[config.mk]
export PLATFORM = sky130hd
export DESIGN_NAME = arm_instruction_encoder
export DESIGN_NICKNAME = d
export VERILOG_FILES = /design/src/hw/rtl/aie_pkg.sv /design/src/hw/rtl/arm_instruction_encoder.sv
export SDC_FILE = /design/constraint.sdc
export NUM_CORES = 1
export LEC_CHECK = 0
export BUFFER_PORTS_ARGS = -buffer_cell sky130_fd_sc_hd__buf_2
export CAP_MARGIN = 20
export CORE_AREA = 2 2 188 190
export DETAILED_ROUTE_END_ITERATION = 10
export DIE_AREA = 0 0 190 192
export SYNTH_ARGS = -nofsm -noshare
export SYNTH_HDL_FRONTEND = slang
export SYNTH_SLANG_ARGS = --single-unit
[constraint.sdc]
create_clock -name clk -period 11.55 [get_ports clk]
set_input_delay 0.5775 -clock clk [delete_from_list [all_inputs] [get_ports clk]]
set_output_delay 0.5775 -clock clk [all_outputs]
set_load 0.02 [all_outputs]
[src/hw/rtl/aie_pkg.sv]
// Package for the A32 instruction encoder: opcode codes, field widths
// and the fixed bit patterns of each instruction class. No dependencies.
package aie_pkg;

  localparam int unsigned OpW    = 4;
  localparam int unsigned RegW   = 4;
  localparam int unsigned CondW  = 4;
  localparam int unsigned WordW  = 32;
  localparam int unsigned ListW  = 16;
  localparam int unsigned InDataW = 128;

  typedef enum logic [OpW-1:0] {
    OP_ADD     = 4'd0,
    OP_SUB     = 4'd1,
    OP_MOV_IMM = 4'd2,
    OP_MVN_IMM = 4'd3,
    OP_MOV_REG = 4'd4,
    OP_MOVW    = 4'd5,
    OP_MOVT    = 4'd6,
    OP_LDR     = 4'd7,
    OP_B       = 4'd8,
    OP_BL      = 4'd9,
    OP_BLX_IMM = 4'd10,
    OP_BLX_REG = 4'd11,
    OP_BX      = 4'd12,
    OP_PUSH    = 4'd13,
    OP_POP     = 4'd14,
    OP_SVC     = 4'd15
  } opcode_t;

  localparam logic [CondW-1:0] COND_AL     = 4'hE;
  localparam logic [7:0]       DP_ADD_IMM  = 8'h28;
  localparam logic [7:0]       DP_SUB_IMM  = 8'h24;
  localparam logic [7:0]       DP_MOV_IMM  = 8'h3A;
  localparam logic [7:0]       DP_MVN_IMM  = 8'h3E;
  localparam logic [7:0]       DP_MOV_REG  = 8'h1A;
  localparam logic [7:0]       DP_MOVW     = 8'h30;
  localparam logic [7:0]       DP_MOVT     = 8'h34;
  localparam logic [3:0]       LDR_HI      = 4'b0101;
  localparam logic [2:0]       LDR_MID     = 3'b001;
  localparam logic [3:0]       PC_REG      = 4'hF;
  localparam logic [3:0]       BR_B        = 4'b1010;
  localparam logic [3:0]       BR_BL       = 4'b1011;
  localparam logic [6:0]       BLX_IMM_HI  = 7'b1111101;
  localparam logic [23:0]      BLX_REG_MID = 24'h12FFF3;
  localparam logic [23:0]      BX_MID      = 24'h12FFF1;
  localparam logic [11:0]      PUSH_MID    = 12'h92D;
  localparam logic [11:0]      POP_MID     = 12'h8BD;
  localparam logic [3:0]       SVC_MID     = 4'hF;
  localparam logic [WordW-1:0] BR_BIAS     = 32'd8;

endpackage

[src/hw/rtl/arm_instruction_encoder.sv]
// Top level of the A32 instruction encoder: three register stages.
// Depends on aie_pkg.
//
// Takes one instruction request per beat and returns one 32-bit A32 word per beat.
// Three register stages (branch offset, immediate fixup, word assembly); a
// request passes through them in order; one request can be taken every cycle
// unless the output stalls. Each stage holds its beat while the stage after it
// is full and stalled, so backpressure on the output loses and repeats nothing.
module arm_instruction_encoder (
  input  logic                         clk,
  input  logic                         rst,
  input  logic                         s_axis_tvalid,
  output logic                         s_axis_tready,
  // condition[3:0], dest_reg[7:4], source_reg[11:8], immediate_value[43:12],
  // reg_mask[59:44], target_address[91:60], pc_address[123:92], zero[127:124]
  input  logic [aie_pkg::InDataW-1:0]  s_axis_tdata,
  // opcode[3:0]
  input  logic [aie_pkg::OpW-1:0]      s_axis_tuser,
  output logic                         m_axis_tvalid,
  input  logic                         m_axis_tready,
  // machine_word[31:0]
  output logic [aie_pkg::WordW-1:0]    m_axis_tdata
);

  logic                          v1, v2, v3;
  logic                          rdy1, rdy2, rdy3;

  aie_pkg::opcode_t              op1, op2;
  logic [aie_pkg::CondW-1:0]     cond1, cond2;
  logic [aie_pkg::RegW-1:0]      rd1, rd2, rs1, rs2;
  logic [aie_pkg::WordW-1:0]     imm1;
  logic [aie_pkg::ListW-1:0]     list1, list2;
  logic [aie_pkg::WordW-1:0]     off1;
  logic [aie_pkg::WordW-1:0]     off_next;

  logic [23:0]                   imm24_2;
  logic [11:0]                   imm12_2, imm12_next;
  logic                          flip2, flip_next;
  logic [24:0]                   off2;

  logic [aie_pkg::WordW-1:0]     word3, word_next;
  logic [aie_pkg::WordW-1:0]     neg1;
  logic                          up1;

  assign rdy3 = !v3 || m_axis_tready;
  assign rdy2 = !v2 || rdy3;
  assign rdy1 = !v1 || rdy2;
  assign s_axis_tready = rdy1;

  assign off_next = s_axis_tdata[91:60] - s_axis_tdata[123:92] - aie_pkg::BR_BIAS;

  always_ff @(posedge clk) begin
    if (rst) begin
      v1 <= 1'b0;
    end else if (rdy1) begin
      v1 <= s_axis_tvalid;
    end
    if (rdy1 && s_axis_tvalid) begin
      op1   <= aie_pkg::opcode_t'(s_axis_tuser);
      cond1 <= s_axis_tdata[3:0];
      rd1   <= s_axis_tdata[7:4];
      rs1   <= s_axis_tdata[11:8];
      imm1  <= s_axis_tdata[43:12];
      list1 <= s_axis_tdata[59:44];
      off1  <= off_next;
    end
  end

  assign neg1 = '0 - imm1;
  assign up1  = !imm1[31] && (imm1 != '0);

  always_comb begin
    imm12_next = imm1[11:0];
    flip_next  = imm1[31];
    unique case (op1) inside
      aie_pkg::OP_ADD, aie_pkg::OP_SUB: begin
        imm12_next = imm1[31] ? neg1[11:0] : imm1[11:0];
      end
      aie_pkg::OP_MOV_IMM, aie_pkg::OP_MVN_IMM: begin
        imm12_next = imm1[31] ? ~imm1[11:0] : imm1[11:0];
      end
      aie_pkg::OP_LDR: begin
        imm12_next = up1 ? imm1[11:0] : neg1[11:0];
        flip_next  = up1;
      end
      default: begin
        imm12_next = imm1[11:0];
      end
    endcase
  end

  always_ff @(posedge clk) begin
    if (rst) begin
      v2 <= 1'b0;
    end else if (rdy2) begin
      v2 <= v1;
    end
    if (rdy2 && v1) begin
      op2     <= op1;
      cond2   <= cond1;
      rd2     <= rd1;
      rs2     <= rs1;
      list2   <= list1;
      imm24_2 <= imm1[23:0];
      imm12_2 <= imm12_next;
      flip2   <= flip_next;
      off2    <= off1[25:1];
    end
  end

  always_comb begin
    word_next = '0;
    unique case (op2) inside
      aie_pkg::OP_ADD, aie_pkg::OP_SUB: begin
        word_next = {aie_pkg::COND_AL,
                     ((op2 == aie_pkg::OP_SUB) ^ flip2) ? aie_pkg::DP_SUB_IMM
                                                        : aie_pkg::DP_ADD_IMM,
                     rs2, rd2, imm12_2};
      end
      aie_pkg::OP_MOV_IMM, aie_pkg::OP_MVN_IMM: begin
        word_next = {aie_pkg::COND_AL,
                     ((op2 == aie_pkg::OP_MVN_IMM) ^ flip2) ? aie_pkg::DP_MVN_IMM
                                                            : aie_pkg::DP_MOV_IMM,
                     4'h0, rd2, imm12_2};
      end
      aie_pkg::OP_MOV_REG: begin
        word_next = {aie_pkg::COND_AL, aie_pkg::DP_MOV_REG, 4'h0, rd2, 8'h00, rs2};
      end
      aie_pkg::OP_MOVW: begin
        word_next = {aie_pkg::COND_AL, aie_pkg::DP_MOVW, imm24_2[15:12], rd2, imm12_2};
      end
      aie_pkg::OP_MOVT: begin
        word_next = {aie_pkg::COND_AL, aie_pkg::DP_MOVT, imm24_2[15:12], rd2, imm12_2};
      end
      aie_pkg::OP_LDR: begin
        word_next = {aie_pkg::COND_AL, aie_pkg::LDR_HI, flip2, aie_pkg::LDR_MID,
                     aie_pkg::PC_REG, rd2, imm12_2};
      end
      aie_pkg::OP_B: begin
        word_next = {cond2, aie_pkg::BR_B, off2[24:1]};
      end
      aie_pkg::OP_BL: begin
        word_next = {cond2, aie_pkg::BR_BL, off2[24:1]};
      end
      aie_pkg::OP_BLX_IMM: begin
        word_next = {aie_pkg::BLX_IMM_HI, off2[0], off2[24:1]};
      end
      aie_pkg::OP_BLX_REG: begin
        word_next = {cond2, aie_pkg::BLX_REG_MID, rs2};
      end
      aie_pkg::OP_BX: begin
        word_next = {cond2, aie_pkg::BX_MID, rs2};
      end
      aie_pkg::OP_PUSH: begin
        word_next = {cond2, aie_pkg::PUSH_MID, list2};
      end
      aie_pkg::OP_POP: begin
        word_next = {cond2, aie_pkg::POP_MID, list2};
      end
      aie_pkg::OP_SVC: begin
        word_next = {aie_pkg::COND_AL, aie_pkg::SVC_MID, imm24_2};
      end
      default: begin
        word_next = '0;
      end
    endcase
  end

  always_ff @(posedge clk) begin
    if (rst) begin
      v3 <= 1'b0;
    end else if (rdy3) begin
      v3 <= v2;
    end
    if (rdy3 && v2) begin
      word3 <= word_next;
    end
  end

  assign m_axis_tvalid = v3;
  assign m_axis_tdata  = word3;

endmodule
==> Word-level counts from Yosys, hierarchy flattened <==
Index checks and enable logic that the tools add are counted.
{ "totals": {"wordCells": 71, "output_inout_bits": 34, "in_bits": 136, "regBits": 219} }
{ "classes": {"n_eq_ne": 19, "muxes": 8, "n_reduce_logical": 18, "addsub": 3, "bitwise": 3} }
{ "ops": {"columns": ["op", "n"], "rows": [
  ["$pmux 32 s14", 1],
  ["$mux 12", 3],
  ["$pmux 12 s3", 1],
  ["$eq 4x4->1 const B", 8],
  ["$reduce_bool 32->1", 1],
  ["$sub 26x26->26", 1],
  ["$sub 26x4->26 const B", 1],
  ["$eq 4x3->1 const B", 5],
  ["$eq 4x2->1 const B", 4],
  ["$not 12->12", 1],
  ["$sub 1x12->12 const A", 1],
  ["$eq 4x1->1 const B", 2],
  ["$logic_not 4->1", 2],
  ["$reduce_or 2->1", 4],
  ["$logic_and 1x1->1", 4],
  ["$logic_not 1->1", 4],
  ["$mux 4", 1],
  ["$logic_or 1x1->1", 3],
  ["$mux 3", 1],
  ["$xor 1x1->1", 2],
  ["$mux 1", 1]
]} }

==> Depth between registers and ports, before layout <==
Gate-level depths: netlist of the first run.
{ "logic_depth": {"depth_word": 5, "depth_mapped": 11, "mapped_depth_nobuf": 10} }

==> Worst setup path after synthesis of the first run <==
Ideal clock, no wire load.
{ "synth_timing": {"path_type": "input -> register", "start": "in m_axis_tready", "end": "reg cond2[0] in the netlist's numbering, enable pin", "slack_ns": 3.377, "t_required_ns": 10.860, "arrival_ns": 7.483, "path_buffers": 0, "cell_stages": 2, "setup_ns": 0.690, "path_cell_list": "nor2b_1 -> a21boi_0"} }
{ "synth_via": {"elab_chain_cells": 3} }
{ "synth_lines": {"columns": ["item", "line", "text"], "rows": [
  ["from (decl)", "arm_instruction_encoder.sv:20", "input logic m_axis_tready,"],
  ["$logic_or 1x1->1", "arm_instruction_encoder.sv:45", "assign rdy3 = !v3 || m_axis_tready;"],
  ["$logic_or 1x1->1", "arm_instruction_encoder.sv:46", "assign rdy2 = !v2 || rdy3;"],
  ["$logic_and 1x1->1", "arm_instruction_encoder.sv:98", "if (rdy2 && v1) begin"],
  ["to (signal assigned)", "arm_instruction_encoder.sv:100", "cond2 <= cond1;"],
  ["to (decl)", "arm_instruction_encoder.sv:29", "logic [aie_pkg::CondW-1:0] cond1, cond2;"]
]} }
Every way passes these cells.
A chain may end at the register's enable or synchronous reset.

==> Final worst setup path of the first run <==
{ "layout_timing": {"start": "reg op2[0]", "end": "reg word3, in the netlist m_axis_tdata[5] (data pin)"} }
{ "layout_via": {"elab_chain_cells": 3, "word_cells_on_any_way": 19, "cone_classes": "eq/ne: 15; mux: 1; reduce/logical: 3"} }
{ "layout_lines": {"columns": ["item", "line", "text"], "rows": [
  ["from (decl)", "arm_instruction_encoder.sv:28", "aie_pkg::opcode_t op1, op2;"],
  ["from (signal assigned)", "arm_instruction_encoder.sv:99", "op2 <= op1;"],
  ["$eq 4x2->1 (no source line), or another cell as far along", null, null],
  ["$reduce_or 2->1", "arm_instruction_encoder.sv:113", "unique case (op2) inside"],
  ["$pmux 32 s14 *", "arm_instruction_encoder.sv:113", null],
  ["net word_next (one bit)", "arm_instruction_encoder.sv:41", "logic [aie_pkg::WordW-1:0] word3, word_next;"],
  ["to (signal assigned)", "arm_instruction_encoder.sv:176", "word3 <= word_next;"],
  ["to (decl)", "arm_instruction_encoder.sv:41", null]
]} }
The timed path passes the listed nets; every way through them passes the cells marked *.

==> results of run 1 <==
cells in the final DEF (no fill, tap or decap), types with 4 or more instances in the layout:
| cell type | instances |
|---|---|
| xor2_1 | 15 |
| ha_1 | 49 |
| o21ai_0 | 42 |
| nor2b_1 | 10 |
| a31oi_1 | 4 |
| nand4_1 | 10 |
| o21a_1 | 4 |
| a21oi_1 | 43 |
| a21o_1 | 8 |
| o22ai_1 | 9 |
| clkinv_1 | 6 |
| clkbuf_1 | 4 |
| a222oi_1 | 7 |
| buf_4 | 6 |
| mux2_2 | 5 |
| nor2_1 | 45 |
| o211ai_1 | 6 |
| or3_1 | 7 |
| nand2_1 | 57 |
| or4_1 | 5 |
| edfxtp_1 | 215 |
| nor3_1 | 24 |
| clkbuf_16 | 23 |
| inv_1 | 85 |
| buf_2 | 153 |
| a211oi_1 | 4 |
| xnor2_1 | 20 |
| nor4_1 | 6 |
| o21ai_1 | 6 |
| nand3_1 | 12 |
| nand2b_1 | 12 |
| a22oi_1 | 13 |
kinds of logic after synthesis:
logic type / after synthesis
compound gates: 180
xor+xnor: 35
fa+ha+maj: 50
buf+inv: 116
flops: 218
mux: 8
simple gates: 204
where the power goes:
group	internal, mW	total, mW	switching [mW]
sequential	0.958	0.992	0.0334
clock	0.406	0.684	0.278
combinational	0.101	0.256	0.155
total	1.47	1.93	0.466
metal layers:
| metal | wire length [µm] | track usage |
|---|---|---|
| met1 | 11000 | 0.180 |
| met4 | 352 | 0.0304 |
| met2 | 11200 | 0.214 |
| met3 | 1160 | 0.0177 |
| met5 | 0 | 0 |
flip-flops by register name, indices dropped and copies added (netlist names), 12 cells and up:
register,count
imm24_2,24
imm1,32
list2,16
off1,25
imm12_2,12
off2,25
list1,16
m_axis_tdata,32
how the worst min path moves through the flow:
| stage | end | start | cells after the start |
|---|---|---|---|
| floorplan | cond2[0] | cond1[0] | 0 |
| global placement | cond2[2] | cond1[2] | 0 |
| detailed placement | off2[13] | off1[14] | 0 |
| CTS | imm1[14] | s_axis_tdata[26] | 1 |
| global route | rd1[0] | s_axis_tdata[4] | 1 |
| finish | imm1[27] | s_axis_tdata[39] | 1 |
through the flow:
step / power (mW) / hold WS [ns]
6_report: 1.93 / 0.255
3_3_place_gp: 1.26 / 0.404
3_5_place_dp: 1.27 / 0.405
2_1_floorplan: 1.17 / 0.400
5_1_grt: 2.03 / 0.234
4_1_cts: 1.96 / 0.233
worst max-delay path, cell delays in order (launching register included):
cell      delay (ns)
edfxtp_1        0.73
nand2b_1        0.37
nor2_1          0.42
nor2_1          0.36
a222oi_1        0.65
inv_1           0.08
area by class of cell:
cell class,count,share of cell area
repair buffers,159,0.0667
flip-flops and latches,218,0.536
clock inverters,12,0.00865
multi-input cells,477,0.267
clock buffers,27,0.0486
well taps,455,0.0469
inverters,85,0.0263
==> impl_metrics.yaml, run 1 <==
sta:
  drv_slew: 0
  setup_slack_ns: 8.67
  min_period_over_period: 0.249
  timing.final.setup_violations: 0
  relSlewSlack: 0.287
  period_minus_slack_ns: 2.88
  rsz_0062_raised_after_global_routing: "false"
  max_freq_mhz: 348
  worst_margin_pin_slew_ns: 1.07
  finClkSkew_ns: 0.00709
  finalHoldViolations: 0
  setup_tns_final_ns: 0
clock_network:
  clock-root-buffer: "clkbuf_16"
  cts-buffers-inserted: 22
  holdBufCountCts: 0
  clk_pin_slew_worst_paths_ns: 0.06
  cts_htree_levels: 1
  clockBufferDepth: 3
  tritoncts: "yes"
  clock-sinks: 218
  insertion_delay_ns: 0.50
  cts_resized: 0
  postCtsSetupRepairBufs: 0
setup_path:
  critical_path_peak_fanout: 29
  critPathKind: "register to register"
  worst_reg2reg_path_length_in_cells: 5
  crit_required_ns: 11.78
  critical_path.endpoint: "m_axis_tdata[5]"
  worst-r2r-setup-slack_ns: 8.67
  endpoint_kind: "register"
  crit-reg2reg-launch: "op2[0]"
  setup.worst_path.start_class: "register"
  critical_path.reg2reg.endpoint: "m_axis_tdata[5]"
  arrival_ns: 3.10
  setup.worst_path.start: "op2[0]"
finish:
  final_area_um2: 12200
  num-nets-final: 1149
  layout.cells.non_filler: 1433
  seq_area_um2: 6520
  fillerInstances: 3389
  diodes: 0
  final_layout_size_suffix_gt1_frac: 0.212
  flow.area_growth_from_synthesis_pct: 19.4
  core_util_final: 0.354
  multi_input_comb_area_um2: 3240
status:
  status: "finished clean"
yosys:
  synthesis.area_um2: 10200
  synth_top_flop_cell: "edfxtp_1"
  post-synth-top-area-cell: "edfxtp_1"
  ys_warn_count: 0
  synth_cell_types: 64
  synth_compound_gate_area_share: 0.114
  largest_family_of_logic_cells_by_synthesized_area: "compound AO/OA/AOI/OAI gates"
  postSynth.asyncResetShare: 0
  synth.area.top_cells: "edfxtp_1 63%, ha_1 6.0%, inv_1 3.1%, a21oi_1 2.1%, nand2_1 2.1%"
  post_synth.cell_area_avg_um2: 12.5
  synth_cells: 811
  synth_fa_ha_area_frac: 0.0622
  ys_top_cells_by_count: "215 x edfxtp_1, 85 x inv_1, 57 x nand2_1, 49 x ha_1, 45 x nor2_1"
  muxShareOfSynthArea: 0.00848
  synthSimpleGateAreaFrac: 0.100
  synthMostInstantiatedCell: "edfxtp_1"
  postSynthNetCount: 997
  seq_area_frac_synth: 0.640
  post-synth-top-area-fraction: 0.634
  register_bit_count_reported_by_yosys: 218
  synth_xor_xnor_area_share: 0.0301
  synth_edf_count: 215
drt:
  via_per_inst: 4.63
  drc_errors: 0
  drt_pre_antenna_iters: 7
  detail-route-antenna-nets: 0
  first_iter_violations: 416
  routed-via-count: 6628
  avgRoutedWirePerCell_um: 16.5
  drt_wl_total_um: 23700
placement:
  hpwlAfterDp_um: 17400
  place_ws_ns: 8.38
  placement.cell_area_um2: 11500
  post-place-cells: 1394
  buffer_ports.inserted: 153
  globalplace.congestion: 0.827
floorplan:
  fp.dieW_um: 190
  dieHeight_um: 192
  placeableCoreArea_um2: 34300
  die_area_um2: 36500
  fp-row-count: 68
  num_io_pins: 170
  start_util: 0.297
global_routing:
  antenna_violations_before_repair: 0
  globalRouteOverflowTotal: 0
  grt_max_degree: 86
  global_route_wire_length_before_repair_um: 36600
  first_global_vias: 6460
  grt_usage: 0.129
power_and_ir_drop:
  total_leakage_power_nw: 4.68
  power-per-cell-area_nw_per_um2: 159
  ir_drop_uv: 85.2
run:
  maxCapViolCount: 0
worst_hold_path:
  min_path_type: "primary input to register"
(Power assumes the default switching activity.)
==> run 2: changes to the inputs <==
Settings changed: ABC_AREA set to 1, CORE_AREA 2 2 188 190 to 2 2 190 192, DIE_AREA 0 0 190 192 to 0 0 192 194.
Clock period 11.55 ns to 2.9 ns, I/O delays scaled along.
==> run 2 against run 1 <==
Highest routed layer unchanged. Critical path depth up 2. Sequential share of layout area down 4.0 points. Clock skew up 0.0012 ns. Fmax up 32%.
==> impl_metrics.yaml, run 2 <==
clock_network:
  insertion_delay_ns: 0.51
  clock-root-buffer: "clkbuf_16"
  cts_htree_levels: 1
  cts-buffers-inserted: 22
  cts_resized: 0
  clock-sinks: 218
  tritoncts: "yes"
  clockBufferDepth: 3
  clk_pin_slew_worst_paths_ns: 0.06
floorplan:
  fp-row-count: 69
  dieHeight_um: 194
  die_area_um2: 37200
  num_io_pins: 170
  placeableCoreArea_um2: 35200
  fp.dieW_um: 192
  start_util: 0.295
worst_hold_path:
  min_path_type: "primary input to register"
  timing.hold.worst_path_depth: 4
  holdCritStartpoint: "s_axis_tdata[60]"
  worst_hold_path.endpoint: "off1[1]"
global_routing:
  grt_util_met2: 0.224
  grt_usage: 0.137
  grt_most_used_layer: "met2"
  grt_util_met1: 0.195
  first_global_vias: 7461
  globalRouteMet3Util: 0.0139
  global_route_wire_length_before_repair_um: 40000
  antenna_violations_before_repair: 0
  grt_max_degree: 90
  globalRouteOverflowTotal: 0
setup_path:
  crit-reg2reg-launch: "op2[2]"
  worst_reg2reg_path_length_in_cells: 7
  endpoint_kind: "register"
  critical_path_peak_fanout: 15
  critPathKind: "register to register"
  critical_path.reg2reg.endpoint: "m_axis_tdata[2]"
  setup.worst_path.start: "op2[2]"
  worst-r2r-setup-slack_ns: 0.73
  arrival_ns: 2.53
  setup.worst_path.start_class: "register"
  crit_required_ns: 3.25
drt:
  via_per_inst: 4.46
  detail-route-antenna-nets: 0
  drt_pre_antenna_iters: 4
  drt_wl_total_um: 25600
  first_iter_violations: 385
  drc_errors: 0
  routed-via-count: 7483
  avgRoutedWirePerCell_um: 15.3
placement:
  buffer_ports.inserted: 153
  placement.cell_area_um2: 11800
  globalplace.congestion: 0.874
  hpwlAfterDp_um: 19100
yosys:
  register_bit_count_reported_by_yosys: 218
  synth_cells: 960
  post-synth-top-area-fraction: 0.621
  postSynthNetCount: 1146
  synth.area.top_cells: "edfxtp_1 62%, nand2_1 7.1%, ha_1 5.9%, inv_1 5.3%, nand3_1 3.1%"
  synth_edf_count: 215
  synth_cell_types: 44
  synthMostInstantiatedCell: "edfxtp_1"
  ys_top_cells_by_count: "215 x edfxtp_1, 197 x nand2_1, 146 x inv_1, 82 x nor2_1, 65 x nand3_1"
  ys_warn_count: 0
  postSynth.asyncResetShare: 0
  synth_top_flop_cell: "edfxtp_1"
  post-synth-top-area-cell: "edfxtp_1"
  seq_area_frac_synth: 0.627
  post_synth.cell_area_avg_um2: 10.8
  synthesis.area_um2: 10400
finish:
  flow.area_growth_from_synthesis_pct: 26.5
  num-nets-final: 1387
  fillerInstances: 3507
  final_area_um2: 13100
  final_layout_size_suffix_gt1_frac: 0.179
  core_util_final: 0.373
  mostFrequentLayoutCells: "215 x edfxtp_1, 197 x nand2_1, 153 x buf_2"
  layout.cells.most_common: "edfxtp_1"
  diodes: 0
sta:
  period_minus_slack_ns: 2.17
  timing.final.setup_violations: 0
  rsz_0062_raised_after_global_routing: "false"
  worst_margin_pin_slew_ns: 0.953
  relSlewSlack: 0.362
  drv_slew: 0
  min_period_over_period: 0.749
  max_freq_mhz: 460
  setup_tns_final_ns: 0
  finalHoldViolations: 0
  timing.hold.ws_ns: 0.153
  finClkSkew_ns: 0.00833
run:
  maxCapViolCount: 0
status:
  status: "finished clean"
power_and_ir_drop:
  ir_drop_uv: 471
  total_leakage_power_nw: 5.46
  total_power_mw: 7.64
  power-per-cell-area_nw_per_um2: 581
run 2: changes by cell type after synthesis, moves of 8 or more:
cell,before,now
inv_1,85,146
nor2_1,45,82
nand2_1,57,197
o21ai_0,42,30
clkbuf_1,15,3
a21o_1,8,0
xnor2_1,20,7
o22ai_1,9,1
nor3_1,24,6
nor2b_1,11,0
nand3_1,12,65
nand4_1,10,28
nand2b_1,12,0
run 2: metrics by stage:
step	instances	worst slack [ns]
global placement	1571	0.525
global route	1676	0.594
detailed placement	1571	0.513
finish	1676	0.727
floorplan	960	0.210
CTS	1676	0.755
run 2: metal layers:
metal / wire (µm) / share of wire / up-vias
met1: 12100 / 0.47 / 3431
met3: 1540 / 0.060 / 27
li1: - / - / 3788
met5: 0 / 0 / -
met4: 399 / 0.016 / 0
met2: 11500 / 0.45 / 237
run 2: worst max path at each step:
| stage | endpoint | slack, ns | cells after the start |
|---|---|---|---|
| after floorplan | cond1[0] | 0.21 | 5 |
| after global placement | off1[25] | 0.52 | 13 |
| after detailed placement | off1[25] | 0.51 | 13 |
| after CTS | imm12_2[11] | 0.76 | 9 |
| after global routing | imm12_2[11] | 0.59 | 9 |
| final | m_axis_tdata[2] | 0.73 | 7 |
run 2: cell families (layout without fill, tap and decap cells):
family,count (synthesis),in the layout,synth area share
buffers and inverters,161,416,0.0610
flip-flops,218,218,0.627
XOR/XNOR,22,22,0.0185
adder cells (fa/ha/maj),50,50,0.0609
AND/OR/NAND/NOR,398,398,0.167
AO/OA/AOI/OAI,111,111,0.0655
run 2: cell type report:
class / count / area (µm²) / area share
Timing Repair Buffer: 228 / 1530 / 0.117
Clock buffer: 24 / 558 / 0.0425
Tap cell: 461 / 577 / 0.0439
Sequential cell: 218 / 6520 / 0.496
Multi-Input combinational cell: 581 / 3250 / 0.248
Inverter: 150 / 571 / 0.0434
Clock inverter: 14 / 134 / 0.0102
run 2: timing repair:
item / in CTS / in global routing
buffers inserted: 0 / 0
hold endpoints to repair: 67 / 0
hold buffers: 67 / 0
run 2: worst max-delay path, stage by stage, from the launching register on:
cell,delay (ns)
edfxtp_1,0.48
inv_1,0.16
nand2_2,0.10
inv_1,0.46
nand2_1,0.28
o21ai_0,0.28
nand2_1,0.11
nand3_1,0.16
run 2: where the power goes:
group / internal (mW) / switching (mW)
clock network: 1.57 / 1.16
registers: 3.75 / 0.0953
logic: 0.414 / 0.649
